--- config.mk ---
export PLATFORM = sky130hd
export DESIGN_NAME = nearest_ray_hit_picker_flat
export DESIGN_NICKNAME = d
export VERILOG_FILES = /design/src/rtl/core/nrhp_pkg.sv /design/src/rtl/core/nrhp_if.sv /design/src/rtl/core/nearest_ray_hit_picker.sv /design/src/flat_wrapper.sv
export SDC_FILE = /design/constraint.sdc
export NUM_CORES = 2
export LEC_CHECK = 0
export BUFFER_PORTS_ARGS = -buffer_cell sky130_fd_sc_hd__buf_2
export CORE_ASPECT_RATIO = 0.9
export CORE_MARGIN = 10
export CORE_UTILIZATION = 59
export CTS_BUF_LIST = sky130_fd_sc_hd__clkbuf_4 sky130_fd_sc_hd__clkbuf_8 sky130_fd_sc_hd__clkbuf_16
export DETAILED_ROUTE_END_ITERATION = 10
export GPL_ROUTABILITY_DRIVEN = 0
export PLACE_DENSITY = 0.79
export SKIP_LAST_GASP = 1
export SYNTH_ARGS = -nofsm -noshare
export SYNTH_HDL_FRONTEND = slang
export SYNTH_SLANG_ARGS = --single-unit
--- constraint.sdc ---
create_clock -name clk_i -period 9.4 [get_ports clk_i]
set_clock_uncertainty 0.1 [all_clocks]
set_input_delay 0.94 -clock clk_i [delete_from_list [all_inputs] [get_ports clk_i]]
set_output_delay 0.94 -clock clk_i [all_outputs]
set_load 0.1 [all_outputs]
--- src/rtl/core/nrhp_pkg.sv ---
`timescale 1ns / 1ps
`default_nettype none
// ----------------------------------------------------------------------------
// Nearest ray hit picker package
// Widths, reset values, codes and the cross magnitude helper shared by the
// channel interfaces and the picker.
// ----------------------------------------------------------------------------
package nrhp_pkg;

  // Largest number of entities tested in one query; further entities are
  // counted out but not tested.
  localparam int unsigned MAX_ENTITIES = 1024;
  localparam int unsigned IDX_W        = $clog2(MAX_ENTITIES);
  localparam int unsigned CNT_W        = $clog2(MAX_ENTITIES + 1);

  // Fixed field widths.
  localparam int unsigned CRD_W      = 24;  // Q12.12 coordinate
  localparam int unsigned C_W        = 25;  // camera minus entity
  localparam int unsigned OP_W       = 26;  // multiplier operand
  localparam int unsigned PROD_W     = 52;  // multiplier product
  localparam int unsigned DOT_W      = 50;  // dot product sum
  localparam int unsigned CR_W       = 50;  // one cross component
  localparam int unsigned M_W        = 25;  // reduced cross magnitude
  localparam int unsigned XSQ_W      = 52;  // squared cross sum
  localparam int unsigned DIST_W     = 50;  // squared distance
  localparam int unsigned LIM_W      = 50;  // squared hit limit
  localparam int unsigned FRAC_W     = 12;  // fraction bits of Q12.12
  localparam int unsigned CFG_IDX_W  = 3;
  localparam int unsigned CFG_DATA_W = 50;

  localparam logic [CRD_W-1:0] DIR_Z_RST = 24'hFFF000;  // -1.0
  localparam logic [LIM_W-1:0] LIMIT_RST = 50'd4194304; // 0.25

  localparam logic MODE_RAY    = 1'b0;
  localparam logic MODE_ENTITY = 1'b1;

  typedef enum logic [CFG_IDX_W-1:0] {
    REG_CAM_POS_X,
    REG_CAM_POS_Y,
    REG_CAM_POS_Z,
    REG_CAM_DIR_X,
    REG_CAM_DIR_Y,
    REG_CAM_DIR_Z,
    REG_HIT_LIMIT
  } nrhp_reg_e;

  typedef enum logic [1:0] {
    FSM_IDLE,
    FSM_RUN,
    FSM_FINISH
  } nrhp_fsm_e;

  // One step per multiplier product, plus a final step that drains the
  // last product into its accumulator.
  typedef enum logic [3:0] {
    STEP_DX,
    STEP_DY,
    STEP_DZ,
    STEP_QX,
    STEP_QY,
    STEP_QZ,
    STEP_R0A,
    STEP_R0B,
    STEP_R1A,
    STEP_R1B,
    STEP_R2A,
    STEP_R2B,
    STEP_M0,
    STEP_M1,
    STEP_M2,
    STEP_FLUSH
  } nrhp_step_e;

  typedef struct packed {
    logic           big;
    logic [M_W-1:0] mag;
  } nrhp_mag_t;

  // Magnitude of a cross component truncated to 12 fraction bits, with a
  // flag for magnitudes too large to square into the hit test.
  function automatic nrhp_mag_t cross_mag(input logic signed [CR_W-1:0] v);
    logic [CR_W-1:0] abs_v;
    nrhp_mag_t       res;
    abs_v   = v[CR_W-1] ? CR_W'(-v) : CR_W'(v);
    res.big = |abs_v[CR_W-1:FRAC_W+M_W];
    res.mag = abs_v[FRAC_W+M_W-1:FRAC_W];
    return res;
  endfunction

endpackage
`default_nettype wire

--- src/rtl/core/nrhp_if.sv ---
`timescale 1ns / 1ps
`default_nettype none
// ----------------------------------------------------------------------------
// Nearest ray hit picker channels
// Valid/ready interfaces for the input item stream and the result stream.
// ----------------------------------------------------------------------------
interface nrhp_in_if;
  import nrhp_pkg::*;

  logic                    valid;
  logic                    ready;
  logic                    mode;
  logic signed [CRD_W-1:0] vec_x;
  logic signed [CRD_W-1:0] vec_y;
  logic signed [CRD_W-1:0] vec_z;
  logic                    alive;
  logic                    last;

  modport source (output valid, mode, vec_x, vec_y, vec_z, alive, last, input ready);
  modport sink   (input valid, mode, vec_x, vec_y, vec_z, alive, last, output ready);
endinterface

interface nrhp_out_if;
  import nrhp_pkg::*;

  logic              valid;
  logic              ready;
  logic              found;
  logic [IDX_W-1:0]  best_index;
  logic [DIST_W-1:0] best_dist_sq;

  modport source (output valid, found, best_index, best_dist_sq, input ready);
  modport sink   (input valid, found, best_index, best_dist_sq, output ready);
endinterface
`default_nettype wire

--- src/rtl/core/nearest_ray_hit_picker.sv ---
`timescale 1ns / 1ps
`default_nettype none
// ----------------------------------------------------------------------------
// Nearest ray hit picker
// Tests point entities against a query ray and returns the nearest hit.
// ----------------------------------------------------------------------------
// A beat with mode 0 loads the query ray and starts a new query. Each beat
// with mode 1 is one entity. A live entity within the entity limit is tested
// by a sequencer that drives one shared 26 x 26 signed multiplier through
// fifteen products (dot product with the camera direction, squared distance,
// the six cross terms and the three squared cross magnitudes), so the input
// is not ready again until the sequencer has walked its sixteen steps and
// the entity has been decided. A dead entity, or one beyond the entity
// limit, skips the sequencer and goes straight to the decision. The entity
// marked last produces one result beat; the result sits in an output register
// and the next item is accepted while it waits, except that a further result
// stalls in the decision cycle until the previous one has been taken. There
// is no clearing pass after reset. Configuration registers may be written at
// any time the block is idle.
// ----------------------------------------------------------------------------
module nearest_ray_hit_picker (
  input  logic                              clk_i,
  input  logic                              rst_ni,
  input  logic                              cfg_we_i,
  input  logic [nrhp_pkg::CFG_IDX_W-1:0]    cfg_idx_i,
  input  logic [nrhp_pkg::CFG_DATA_W-1:0]   cfg_data_i,
  nrhp_in_if.sink                           in_i,
  nrhp_out_if.source                        out_o
);
  import nrhp_pkg::*;

  // Configuration registers.
  logic signed [CRD_W-1:0] cam_pos_q [3];
  logic signed [CRD_W-1:0] cam_dir_q [3];
  logic [LIM_W-1:0]        limit_q;

  // Query state.
  logic signed [CRD_W-1:0] ray_q [3];
  logic [DIST_W-1:0]       best_dist_q;
  logic [IDX_W-1:0]        best_idx_q;
  logic                    hit_seen_q;
  logic [CNT_W-1:0]        ent_cnt_q;

  // Control.
  nrhp_fsm_e  state_q, state_d;
  nrhp_step_e step_q, step_d;
  nrhp_step_e acc_tag_q;
  logic       acc_en_q;
  logic       test_q;
  logic       last_q;
  logic       finish_go;
  logic       emit;

  // Entity datapath.
  logic signed [C_W-1:0]    c_q [3];
  logic [IDX_W-1:0]         cur_idx_q;
  logic signed [OP_W-1:0]   op_a, op_b;
  logic signed [PROD_W-1:0] prod_q;
  logic signed [DOT_W-1:0]  dot_q;
  logic [DIST_W-1:0]        dist_q;
  logic signed [CR_W-1:0]   cr_q;
  logic [M_W-1:0]           mag_q [3];
  logic                     big_q;
  logic [XSQ_W-1:0]         xsq_q;
  nrhp_mag_t                cm;

  // Result register.
  logic              out_valid_q;
  logic              out_found_q;
  logic [IDX_W-1:0]  out_idx_q;
  logic [DIST_W-1:0] out_dist_q;

  // Decision terms.
  logic              in_acc;
  logic              ent_in_range;
  logic              dot_pos;
  logic              hit;
  logic              better;
  logic              new_seen;
  logic [IDX_W-1:0]  new_idx;
  logic [DIST_W-1:0] new_dist;
  logic              slot_free;

  assign in_i.ready   = (state_q == FSM_IDLE);
  assign in_acc       = in_i.valid && in_i.ready;
  assign ent_in_range = (ent_cnt_q < CNT_W'(MAX_ENTITIES));
  assign slot_free    = !out_valid_q || out_o.ready;

  assign out_o.valid        = out_valid_q;
  assign out_o.found        = out_found_q;
  assign out_o.best_index   = out_idx_q;
  assign out_o.best_dist_sq = out_dist_q;

  // --------------------------------------------------------------------------
  // Configuration writes. Index seven is not a register and is ignored.
  // --------------------------------------------------------------------------
  always_ff @(posedge clk_i or negedge rst_ni) begin
    if (!rst_ni) begin
      cam_pos_q[0] <= '0;
      cam_pos_q[1] <= '0;
      cam_pos_q[2] <= '0;
      cam_dir_q[0] <= '0;
      cam_dir_q[1] <= '0;
      cam_dir_q[2] <= DIR_Z_RST;
      limit_q      <= LIMIT_RST;
    end else if (cfg_we_i) begin
      unique case (nrhp_reg_e'(cfg_idx_i))
        REG_CAM_POS_X: cam_pos_q[0] <= cfg_data_i[CRD_W-1:0];
        REG_CAM_POS_Y: cam_pos_q[1] <= cfg_data_i[CRD_W-1:0];
        REG_CAM_POS_Z: cam_pos_q[2] <= cfg_data_i[CRD_W-1:0];
        REG_CAM_DIR_X: cam_dir_q[0] <= cfg_data_i[CRD_W-1:0];
        REG_CAM_DIR_Y: cam_dir_q[1] <= cfg_data_i[CRD_W-1:0];
        REG_CAM_DIR_Z: cam_dir_q[2] <= cfg_data_i[CRD_W-1:0];
        REG_HIT_LIMIT: limit_q      <= cfg_data_i[LIM_W-1:0];
        default: ;
      endcase
    end
  end

  // --------------------------------------------------------------------------
  // Sequencer. A tested entity walks every step once; the decision cycle
  // waits only when it has a result to hand over and the output is full.
  // --------------------------------------------------------------------------
  always_ff @(posedge clk_i or negedge rst_ni) begin
    if (!rst_ni) begin
      state_q <= FSM_IDLE;
      step_q  <= STEP_DX;
    end else begin
      state_q <= state_d;
      step_q  <= step_d;
    end
  end

  always_comb begin
    state_d   = state_q;
    step_d    = STEP_DX;
    finish_go = 1'b0;
    unique case (state_q)
      FSM_IDLE: begin
        if (in_acc && (in_i.mode == MODE_ENTITY)) begin
          state_d = (in_i.alive && ent_in_range) ? FSM_RUN : FSM_FINISH;
        end
      end
      FSM_RUN: begin
        if (step_q == STEP_FLUSH) begin
          state_d = FSM_FINISH;
        end else begin
          step_d = nrhp_step_e'(step_q + 4'd1);
        end
      end
      FSM_FINISH: begin
        if (!last_q || slot_free) begin
          finish_go = 1'b1;
          state_d   = FSM_IDLE;
        end
      end
      default: state_d = FSM_IDLE;
    endcase
  end

  assign emit = finish_go && last_q;

  // --------------------------------------------------------------------------
  // Entity capture. The camera-to-entity vector is exact in 25 bits.
  // --------------------------------------------------------------------------
  always_ff @(posedge clk_i) begin
    if (in_acc && (in_i.mode == MODE_ENTITY)) begin
      c_q[0]    <= C_W'(cam_pos_q[0]) - C_W'(in_i.vec_x);
      c_q[1]    <= C_W'(cam_pos_q[1]) - C_W'(in_i.vec_y);
      c_q[2]    <= C_W'(cam_pos_q[2]) - C_W'(in_i.vec_z);
      cur_idx_q <= ent_cnt_q[IDX_W-1:0];
    end
  end

  always_ff @(posedge clk_i or negedge rst_ni) begin
    if (!rst_ni) begin
      test_q   <= 1'b0;
      last_q   <= 1'b0;
      acc_en_q <= 1'b0;
    end else begin
      if (in_acc && (in_i.mode == MODE_ENTITY)) begin
        test_q <= in_i.alive && ent_in_range;
        last_q <= in_i.last;
      end
      acc_en_q <= (state_q == FSM_RUN);
    end
  end

  // --------------------------------------------------------------------------
  // Shared multiplier. Operands are chosen by the current step; the product
  // is registered and folded into its accumulator in the cycle after.
  // --------------------------------------------------------------------------
  always_comb begin
    op_a = '0;
    op_b = '0;
    unique case (step_q)
      STEP_DX:  begin op_a = OP_W'(c_q[0]); op_b = OP_W'(cam_dir_q[0]); end
      STEP_DY:  begin op_a = OP_W'(c_q[1]); op_b = OP_W'(cam_dir_q[1]); end
      STEP_DZ:  begin op_a = OP_W'(c_q[2]); op_b = OP_W'(cam_dir_q[2]); end
      STEP_QX:  begin op_a = OP_W'(c_q[0]); op_b = OP_W'(c_q[0]); end
      STEP_QY:  begin op_a = OP_W'(c_q[1]); op_b = OP_W'(c_q[1]); end
      STEP_QZ:  begin op_a = OP_W'(c_q[2]); op_b = OP_W'(c_q[2]); end
      STEP_R0A: begin op_a = OP_W'(c_q[1]); op_b = OP_W'(ray_q[2]); end
      STEP_R0B: begin op_a = OP_W'(c_q[2]); op_b = OP_W'(ray_q[1]); end
      STEP_R1A: begin op_a = OP_W'(c_q[2]); op_b = OP_W'(ray_q[0]); end
      STEP_R1B: begin op_a = OP_W'(c_q[0]); op_b = OP_W'(ray_q[2]); end
      STEP_R2A: begin op_a = OP_W'(c_q[0]); op_b = OP_W'(ray_q[1]); end
      STEP_R2B: begin op_a = OP_W'(c_q[1]); op_b = OP_W'(ray_q[0]); end
      STEP_M0:  begin op_a = $signed({1'b0, mag_q[0]}); op_b = $signed({1'b0, mag_q[0]}); end
      STEP_M1:  begin op_a = $signed({1'b0, mag_q[1]}); op_b = $signed({1'b0, mag_q[1]}); end
      STEP_M2:  begin op_a = $signed({1'b0, mag_q[2]}); op_b = $signed({1'b0, mag_q[2]}); end
      default: ;
    endcase
  end

  assign cm = cross_mag(cr_q);

  always_ff @(posedge clk_i) begin
    prod_q    <= op_a * op_b;
    acc_tag_q <= step_q;
    if (acc_en_q) begin
      unique case (acc_tag_q)
        STEP_DX:  dot_q  <= $signed(prod_q[DOT_W-1:0]);
        STEP_DY,
        STEP_DZ:  dot_q  <= dot_q + $signed(prod_q[DOT_W-1:0]);
        STEP_QX:  dist_q <= prod_q[DIST_W-1:0];
        STEP_QY,
        STEP_QZ:  dist_q <= dist_q + prod_q[DIST_W-1:0];
        STEP_R0A: cr_q   <= $signed(prod_q[CR_W-1:0]);
        STEP_R0B: cr_q   <= cr_q - $signed(prod_q[CR_W-1:0]);
        STEP_R1A: begin
          cr_q     <= $signed(prod_q[CR_W-1:0]);
          mag_q[0] <= cm.mag;
          big_q    <= cm.big;
        end
        STEP_R1B: cr_q <= cr_q - $signed(prod_q[CR_W-1:0]);
        STEP_R2A: begin
          cr_q     <= $signed(prod_q[CR_W-1:0]);
          mag_q[1] <= cm.mag;
          big_q    <= big_q | cm.big;
        end
        STEP_R2B: cr_q <= cr_q - $signed(prod_q[CR_W-1:0]);
        STEP_M0: begin
          mag_q[2] <= cm.mag;
          big_q    <= big_q | cm.big;
          xsq_q    <= prod_q[XSQ_W-1:0];
        end
        STEP_M1,
        STEP_M2:  xsq_q <= xsq_q + prod_q[XSQ_W-1:0];
        default: ;
      endcase
    end
  end

  // --------------------------------------------------------------------------
  // Decision. An entity in front of the camera whose squared cross product
  // is under the limit is a hit; a strictly nearer hit replaces the best,
  // so on equal distances the earlier entity stays.
  // --------------------------------------------------------------------------
  assign dot_pos  = !dot_q[DOT_W-1] && (dot_q != '0);
  assign hit      = test_q && !dot_pos && !big_q && (xsq_q < XSQ_W'(limit_q));
  assign better   = hit && (!hit_seen_q || (dist_q < best_dist_q));
  assign new_seen = hit_seen_q || hit;
  assign new_idx  = better ? cur_idx_q : best_idx_q;
  assign new_dist = better ? dist_q : best_dist_q;

  always_ff @(posedge clk_i or negedge rst_ni) begin
    if (!rst_ni) begin
      ray_q[0]    <= '0;
      ray_q[1]    <= '0;
      ray_q[2]    <= '0;
      best_dist_q <= '1;
      best_idx_q  <= '0;
      hit_seen_q  <= 1'b0;
      ent_cnt_q   <= '0;
    end else begin
      if (in_acc && (in_i.mode == MODE_RAY)) begin
        // A ray load starts a fresh query.
        ray_q[0]    <= in_i.vec_x;
        ray_q[1]    <= in_i.vec_y;
        ray_q[2]    <= in_i.vec_z;
        best_dist_q <= '1;
        best_idx_q  <= '0;
        hit_seen_q  <= 1'b0;
        ent_cnt_q   <= '0;
      end else if (in_acc && ent_in_range) begin
        ent_cnt_q <= ent_cnt_q + CNT_W'(1);
      end
      if (finish_go) begin
        if (last_q) begin
          // The ray stays, everything else goes back to its reset value.
          best_dist_q <= '1;
          best_idx_q  <= '0;
          hit_seen_q  <= 1'b0;
          ent_cnt_q   <= '0;
        end else begin
          best_dist_q <= new_dist;
          best_idx_q  <= new_idx;
          hit_seen_q  <= new_seen;
        end
      end
    end
  end

  // --------------------------------------------------------------------------
  // Result register. Index and distance read as zero when nothing was hit.
  // --------------------------------------------------------------------------
  always_ff @(posedge clk_i or negedge rst_ni) begin
    if (!rst_ni) begin
      out_valid_q <= 1'b0;
    end else if (emit) begin
      out_valid_q <= 1'b1;
    end else if (out_o.ready) begin
      out_valid_q <= 1'b0;
    end
  end

  always_ff @(posedge clk_i) begin
    if (emit) begin
      out_found_q <= new_seen;
      out_idx_q   <= new_seen ? new_idx : '0;
      out_dist_q  <= new_seen ? new_dist : '0;
    end
  end

  // --------------------------------------------------------------------------
  // Assertions.
  // --------------------------------------------------------------------------
  a_miss_is_zero : assert property (@(posedge clk_i) disable iff (!rst_ni)
    (out_valid_q && !out_found_q) |-> ((out_idx_q == '0) && (out_dist_q == '0)))
    else $error("miss result carries a non-zero index or distance");

  a_result_from_last : assert property (@(posedge clk_i) disable iff (!rst_ni)
    $rose(out_valid_q) |-> $past((state_q == FSM_FINISH) && last_q))
    else $error("result beat raised without a finished last entity");

  a_ray_clears_query : assert property (@(posedge clk_i) disable iff (!rst_ni)
    (in_acc && (in_i.mode == MODE_RAY)) |=> ((ent_cnt_q == '0) && !hit_seen_q))
    else $error("ray load did not clear the query");

  a_run_ends_in_finish : assert property (@(posedge clk_i) disable iff (!rst_ni)
    ((state_q == FSM_RUN) && (step_q == STEP_FLUSH)) |=> (state_q == FSM_FINISH))
    else $error("sequencer left the last step without deciding");

endmodule
`default_nettype wire

--- src/flat_wrapper.sv ---
// flat-port wrapper written by rule: the top's interface ports become plain ports
module nearest_ray_hit_picker_flat import nrhp_pkg::*;
  (clk_i, rst_ni, cfg_we_i, cfg_idx_i, cfg_data_i, in_i_valid, in_i_mode, in_i_vec_x, in_i_vec_y, in_i_vec_z, in_i_alive, in_i_last, in_i_ready, out_o_valid, out_o_found, out_o_best_index, out_o_best_dist_sq, out_o_ready);
  nrhp_in_if in_i_i ();
  nrhp_out_if out_o_i ();
  input  logic clk_i;
  input  logic rst_ni;
  input  logic cfg_we_i;
  input  logic [nrhp_pkg::CFG_IDX_W-1:0] cfg_idx_i;
  input  logic [nrhp_pkg::CFG_DATA_W-1:0] cfg_data_i;
  input wire logic [$bits(in_i_i.valid)-1:0] in_i_valid;
  input wire logic [$bits(in_i_i.mode)-1:0] in_i_mode;
  input wire logic [$bits(in_i_i.vec_x)-1:0] in_i_vec_x;
  input wire logic [$bits(in_i_i.vec_y)-1:0] in_i_vec_y;
  input wire logic [$bits(in_i_i.vec_z)-1:0] in_i_vec_z;
  input wire logic [$bits(in_i_i.alive)-1:0] in_i_alive;
  input wire logic [$bits(in_i_i.last)-1:0] in_i_last;
  output wire logic [$bits(in_i_i.ready)-1:0] in_i_ready;
  output wire logic [$bits(out_o_i.valid)-1:0] out_o_valid;
  output wire logic [$bits(out_o_i.found)-1:0] out_o_found;
  output wire logic [$bits(out_o_i.best_index)-1:0] out_o_best_index;
  output wire logic [$bits(out_o_i.best_dist_sq)-1:0] out_o_best_dist_sq;
  input wire logic [$bits(out_o_i.ready)-1:0] out_o_ready;
  assign in_i_i.valid = in_i_valid;
  assign in_i_i.mode = in_i_mode;
  assign in_i_i.vec_x = in_i_vec_x;
  assign in_i_i.vec_y = in_i_vec_y;
  assign in_i_i.vec_z = in_i_vec_z;
  assign in_i_i.alive = in_i_alive;
  assign in_i_i.last = in_i_last;
  assign in_i_ready = in_i_i.ready;
  assign out_o_valid = out_o_i.valid;
  assign out_o_found = out_o_i.found;
  assign out_o_best_index = out_o_i.best_index;
  assign out_o_best_dist_sq = out_o_i.best_dist_sq;
  assign out_o_i.ready = out_o_ready;
  nearest_ray_hit_picker u_core (.clk_i(clk_i), .rst_ni(rst_ni), .cfg_we_i(cfg_we_i), .cfg_idx_i(cfg_idx_i), .cfg_data_i(cfg_data_i), .in_i(in_i_i), .out_o(out_o_i));
endmodule
Yosys cells after proc, flatten, opt, wreduce, memory -nomap -nowiden
Memories as Yosys holds them, arrays and structs flattened. Index checks and enable logic that the tools add are counted.

$add $sub $neg: 10. Multiply operators: 1. Bitwise operators: 2. Equal/unequal tests: 40. Order comparisons: 3. Reduce and logical (&&, ||, !) cells: 61. Multiplexer cells: 51.

Operator list (number): $pmux W26 S12 (1); $pmux W50 S2 (3); $mux W50 (5); $pmux W26 S6 (1); $pmux W52 S2 (1); $add A50 B50 Y50 (2); $sub A24 B24 Y25 (3); $eq A4 B4 Y1 const B (15); $add A52 B52 Y52 (1); $lt A52 B50 Y1 (1); $mul A26 B26 Y52 (1); $lt A50 B50 Y1 (1); $mux W25 (2); $neg A50 Y50 (1); $reduce_bool A50 Y1 (1); $reduce_or A25 Y1 (2); $sub A50 B50 Y50 (1); $mux W11 (4); $mux W10 (4); $eq A4 B3 Y1 const B (8); $reduce_and A2 Y1 (12); $mux W1 (20); $eq A4 B2 Y1 const B (4); $reduce_bool A2 Y1 (7); other kinds (28) (67).

Flip-flop bits (word level): 678. Memories: 2. Logic and storage cells: 201. Bits in writable memories: 150. Output and inout bits: 63.

Memories: u_core.c_q (words 3, width 25, read ports 3, clocked after Yosys merged registers in 0, wr ports 3, line nearest_ray_hit_picker.sv:55) `logic signed [C_W-1:0] c_q [3];`; u_core.mag_q (words 3, width 25, read ports 3, clocked after Yosys merged registers in 0, wr ports 1, line nearest_ray_hit_picker.sv:62) `logic [M_W-1:0] mag_q [3];`.

Depth between registers and ports, before layout
Word-level depth: 10. Gate-level depth with buffers: 38. Mapped depth without buffers: 36.

Least setup slack after synthesis
Ideal clock, no wire load.

Kind: register to register. Start: register u_core.step_q[3]. End: register u_core.prod_q[51]. Arrival time: 8709 ps. Path slack: 519 ps. Path buffers: 4. Stages on the path, launching flop included: 35. Period minus slack after synthesis: 8881 ps. Cells stage by stage: dfrtp_1 > clkbuf_1 > nor2b_1 > a22o_1 > clkbuf_1 > buf_1 > a22oi_1 > nand4b_1 > clkbuf_1 > nand2_1 > fa_1 > inv_1 > fa_1 > inv_1 > fa_1 > fa_1 > inv_1 > fa_1 > fa_1 > inv_1 > fa_1 > inv_1 > ha_1 > a21o_1 > a21oi_1 > o21ai_0 > a21o_1 > a21oi_1 > nand3_1 > a211o_1 > a41oi_1 > a31oi_1 > a221o_1 > a21oi_1 > xnor2_1.

Cells in the longest elaborated chain, start to end: 4. Elaborated cells on any way between the ends: 24. Classes of those cells: mul: 1; eq/ne: 14; mux: 2; reduce/logical: 7.

RTL lines: start, declared (line nearest_ray_hit_picker.sv:46) `nrhp_step_e step_q, step_d;`; start signal, assigned (line nearest_ray_hit_picker.sv:130) `step_q <= step_d;`; $eq A4 B1 Y1, or another cell as far along (line nearest_ray_hit_picker.sv:196) `unique case (step_q)`; $reduce_or A4 Y1 (no source line) / $reduce_or A2 Y1 (equally long branches); $pmux W26 S6 / $pmux W26 S12 (equally long branches) (line nearest_ray_hit_picker.sv:196); $mul A26 B26 Y52 (*) (line nearest_ray_hit_picker.sv:219) `prod_q <= op_a * op_b;`; end signal, assigned (line nearest_ray_hit_picker.sv:219); end, declared (line nearest_ray_hit_picker.sv:58) `logic signed [PROD_W-1:0] prod_q;`.

Every way passes the cells marked *; elsewhere a longest branch is shown, timed or not. A chain may end at the register's enable or synchronous reset.

Worst setup path in the final report
Start: register u_core.step_q[2]. End: register u_core.prod_q[51].

The elaborated chain is that of the path after synthesis.

==> results.txt <==
----------------------------------------------------
[Clocking]
  Longest Clk Path Bufs ... 3
  Clock-pin slew reported for the worst setup and hold paths after clock tree synthesis ... roughly 60 ps
  # clock sinks ... roughly 830
  H-tree levels ... 3
  Buffer cell driving the clock tree root ... sky130_fd_sc_hd__clkbuf_16
  Source-to-sink clock delay at the later pin of the worst-skew pair ... a little under 800 ps
  Cts-stage hold buffer count ... 0
  CTS tree ... done
  Cts bufs inserted ... a little under 90

[Logic synthesis]
  Fraction of registers with async set or reset after synthesis ... 0.4203
  Total of flip-flops plus latches after synthesis ... around 830
  Number of synthesized flops with an enable pin ... 424
  Mapped Cells ... roughly 7.3k
  Sequential share of the synthesized area ... 0.3122
  Post-synthesis net count ... about 8.7k
  Syn. warnings ... 0
  Average cell area after synthesis ... 9.923 um^2
  Distinct cell type count after synthesis ... between 80 and 90
  Combined area of all synthesized cells ... between 70000 and 80000 um^2
  Top FF cell, synth ... sky130_fd_sc_hd__edfxtp_1

[Global routing]
  Vias in the first global route ... a little under 60k
  Global-route congestion overflow total ... 0
  Pin count of the biggest net entering global routing ... 110
  Number of antenna violations at the first check in global routing ... 5
  Global-route usage over all layers ... 0.3121
  First-pass GRT wire length ... about 330 mm

[Critical path]
  Startpoint-to-endpoint class of the critical path ... reg -> reg
  Slowest cell on the critical path ... sky130_fd_sc_hd__fa_1
  Sort of element at the start of the critical path ... flop
  Largest incremental delay on the critical path ... around 650 ps
  Data required time at the worst endpoint ... roughly 9900 ps
  Critical Path Fanout Max ... 24
  Cell mode on critical path ... sky130_fd_sc_hd__fa_1
  Nature of the critical path endpoint ... flop
  Signal arrival time at the worst endpoint ... about 9700 ps

[Placement]
  Post-detailed-placement cell area ... 76480 um^2
  Port Buffers ... ~200
  HPWL Detailed ... ~170 mm

[Route]
  Drt drc ... 3
  Average detailed-routed wire length per instance ... ~24 um
  Total iterations of the first detailed-routing run ... 11
  DR iter-0 viols ... 6783
  DRT antenna net count ... 0
  Routed vias ... roughly 58k
  Routed wire length ... ~220 mm
  Via density ... between 6 and 7

[Timing]
  Upper clock frequency limit ... roughly 110 MHz
  Tightest Pin Transition ... approximately 1100 ps
  # setup viols final ... 0
  Hold Slack ... around 140 ps
  Slew Viols, Final ... 0
  Number of hold violations in the final report ... 0
  Tcrit/Tclk final ... 0.9803
  Crit path time final ... approximately 9000 ps
  Setup tns final ... 0 ps
  Max-slew headroom ... 0.2943

[Die]
  Die span in x ... between 300 and 400 um
  Die ar. ... 137300 um^2
  Die height ... between 300 and 400 um
  Total number of placement rows ... about 120
  Total core area ... between 100000 and 150000 um^2
  Number of ports placed on the die boundary ... 196
  Effective utilization at floorplan ... 0.5964

[Finish]
  NumNets Final ... approximately 9k
  Most common cell after layout, fill and taps aside ... sky130_fd_sc_hd__inv_1
  Area of all placed cells without fillers ... 80240 um^2
  Share of cells above drive strength 1 ... 0.1413
  Number of inserted filler cells in the final layout ... around 9.0k
  Synthesis-to-finish area growth ... 10.66%
  Most frequent cells in the layout ... 1042 x sky130_fd_sc_hd__inv_1, 868 x sky130_fd_sc_hd__nand2_1, 716 x sky130_fd_sc_hd__fa_1

[Min path]
  Class of the tightest hold or removal check ... in -> async

[Flow run]
  Maximum capacitance violations ... 0

[Status]
  Run status ... complete, but fails checks
  Violations in the final reports ... design-rule violations

----------------------------------------------------
-- metal layers --
layer	vias up	GRT usage	share of wire	wire length, um
met3	873	0.1046	0.13	29410
li1	25190	-	-	-
met2	3569	0.4675	0.43	94840
met5	-	0	0.00021	47
met4	6	0.1774	0.070	15470
met1	28350	0.3940	0.36	80280
-- area by class of cell --
class / count / area (um^2) / area share
diodes: 2 / 5.005 / 0.00006237
clock buffers: 127 / 2706 / 0.03373
clock inverters: 41 / 465.4 / 0.005801
inverters: 1045 / 3928 / 0.04895
multi-input cells: 5136 / 45310 / 0.5648
flip-flops and latches: 828 / 22640 / 0.2822
well taps: 1599 / 2001 / 0.02493
repair buffers: 446 / 3177 / 0.03959
-- state kept, by name, indices dropped and copies added, names as in the netlist, 2 cells and up --
signal                     flops
u_core.acc_tag_q               4
u_core.best_dist_q            50
u_core.best_idx_q             10
u_core.c_q                    75
u_core.cam_dir_q              72
u_core.cam_pos_q              72
u_core.cr_q                   50
u_core.cur_idx_q              10
u_core.dist_q                 50
u_core.dot_q                  50
u_core.ent_cnt_q              11
u_core.limit_q                50
u_core.mag_q                  75
u_core.out_o.best_dist_sq     50
u_core.out_o.best_index       10
u_core.prod_q                 52
u_core.ray_q                  72
u_core.state_q                 2
u_core.step_q                  4
u_core.xsq_q                  52
-- per-stage QoR --
step | cells | utilization | worst slack, ps
floorplan | 7307 | - | 519.0
global placement | 9041 | 0.6291 | -59.15
detailed placement | 9041 | 0.6291 | -251.0
CTS | 9210 | 0.6555 | -36.09
global route | 9222 | 0.6600 | -66.48
finish | 9224 | 0.6600 | 185.3
-- path summary, 6_finish.rpt --
kind | start | end | slack [ps] | cells after the start
min in group clk_i | cfg_data_i[34] | u_core.limit_q[34]$_DFFE_PN0P_ | 310 | 2
hold reg to reg | u_core.step_q[1]$_DFF_PN0_ | u_core.acc_tag_q[1]$_DFF_P_ | 350 | 0
max in group asynchronous | rst_ni | u_core.best_idx_q[1]$_DFFE_PN0P_ | 7080 | 3
setup reg to reg | u_core.step_q[2]$_DFF_PN0_ | u_core.prod_q[51]$_DFF_P_ | 190 | 33
hold / removal | rst_ni | u_core.cam_pos_q[28]$_DFFE_PN0P_ | 140 | 1
setup / recovery | u_core.step_q[2]$_DFF_PN0_ | u_core.prod_q[51]$_DFF_P_ | 190 | 33
-- worst max-delay path: cells and delay by family (launching register included) --
kind / cells / cell delay [ps]
adders and majority gates: 8 / 4070
AOI/OAI and AO/OA: 10 / 1790
buffers and inverters: 9 / 1660
and+or+nand+nor: 5 / 810
DFF: 1 / 470
xor gates and xnor gates: 1 / 120
-- cells in the mapped netlist, types with 71 or more instances --
| cell | instances | area [um^2] |
|---|---|---|
| sky130_fd_sc_hd__dfrtp_1 | 285 | 7132 |
| sky130_fd_sc_hd__nand4_1 | 71 | 444.2 |
| sky130_fd_sc_hd__clkbuf_1 | 282 | 1059 |
| sky130_fd_sc_hd__a21o_1 | 216 | 1622 |
| sky130_fd_sc_hd__edfxtp_1 | 424 | 12730 |
| sky130_fd_sc_hd__a22o_1 | 93 | 814.5 |
| sky130_fd_sc_hd__inv_1 | 1045 | 3923 |
| sky130_fd_sc_hd__o21ai_0 | 370 | 1852 |
| sky130_fd_sc_hd__mux2_2 | 269 | 3029 |
| sky130_fd_sc_hd__ha_1 | 519 | 6494 |
| sky130_fd_sc_hd__xor2_1 | 131 | 1147 |
| sky130_fd_sc_hd__nor2_1 | 393 | 1475 |
| sky130_fd_sc_hd__a21oi_1 | 310 | 1551 |
| sky130_fd_sc_hd__nand3_1 | 94 | 470.5 |
| sky130_fd_sc_hd__xnor2_1 | 204 | 1787 |
| sky130_fd_sc_hd__nand2_1 | 872 | 3273 |
| sky130_fd_sc_hd__fa_1 | 717 | 14350 |
-- logic make-up (layout without fill, tap and decap cells) --
group,after synthesis,count (layout),share of synthesized area
compound gates,1480,1480,0.1354
xor+xnor,335,335,0.04047
fa+ha+maj,1236,1236,0.2875
buf+inv,1343,1659,0.06966
flops,828,828,0.3122
mux,271,271,0.04205
other cells,0,2,0
simple gates,1814,1814,0.1126
-- repair_timing --
| action | CTS | global route |
|---|---|---|
| pin swaps | 2 | 24 |
| resized for setup | 7 | 120 |
| buffers inserted | 1 | 10 |
| setup endpoints to repair | 9 | 13 |
| cloned | 0 | 2 |
Power is not shown: default switching activity piles up to over one toggle a cycle in this logic, so the estimate is an artifact.
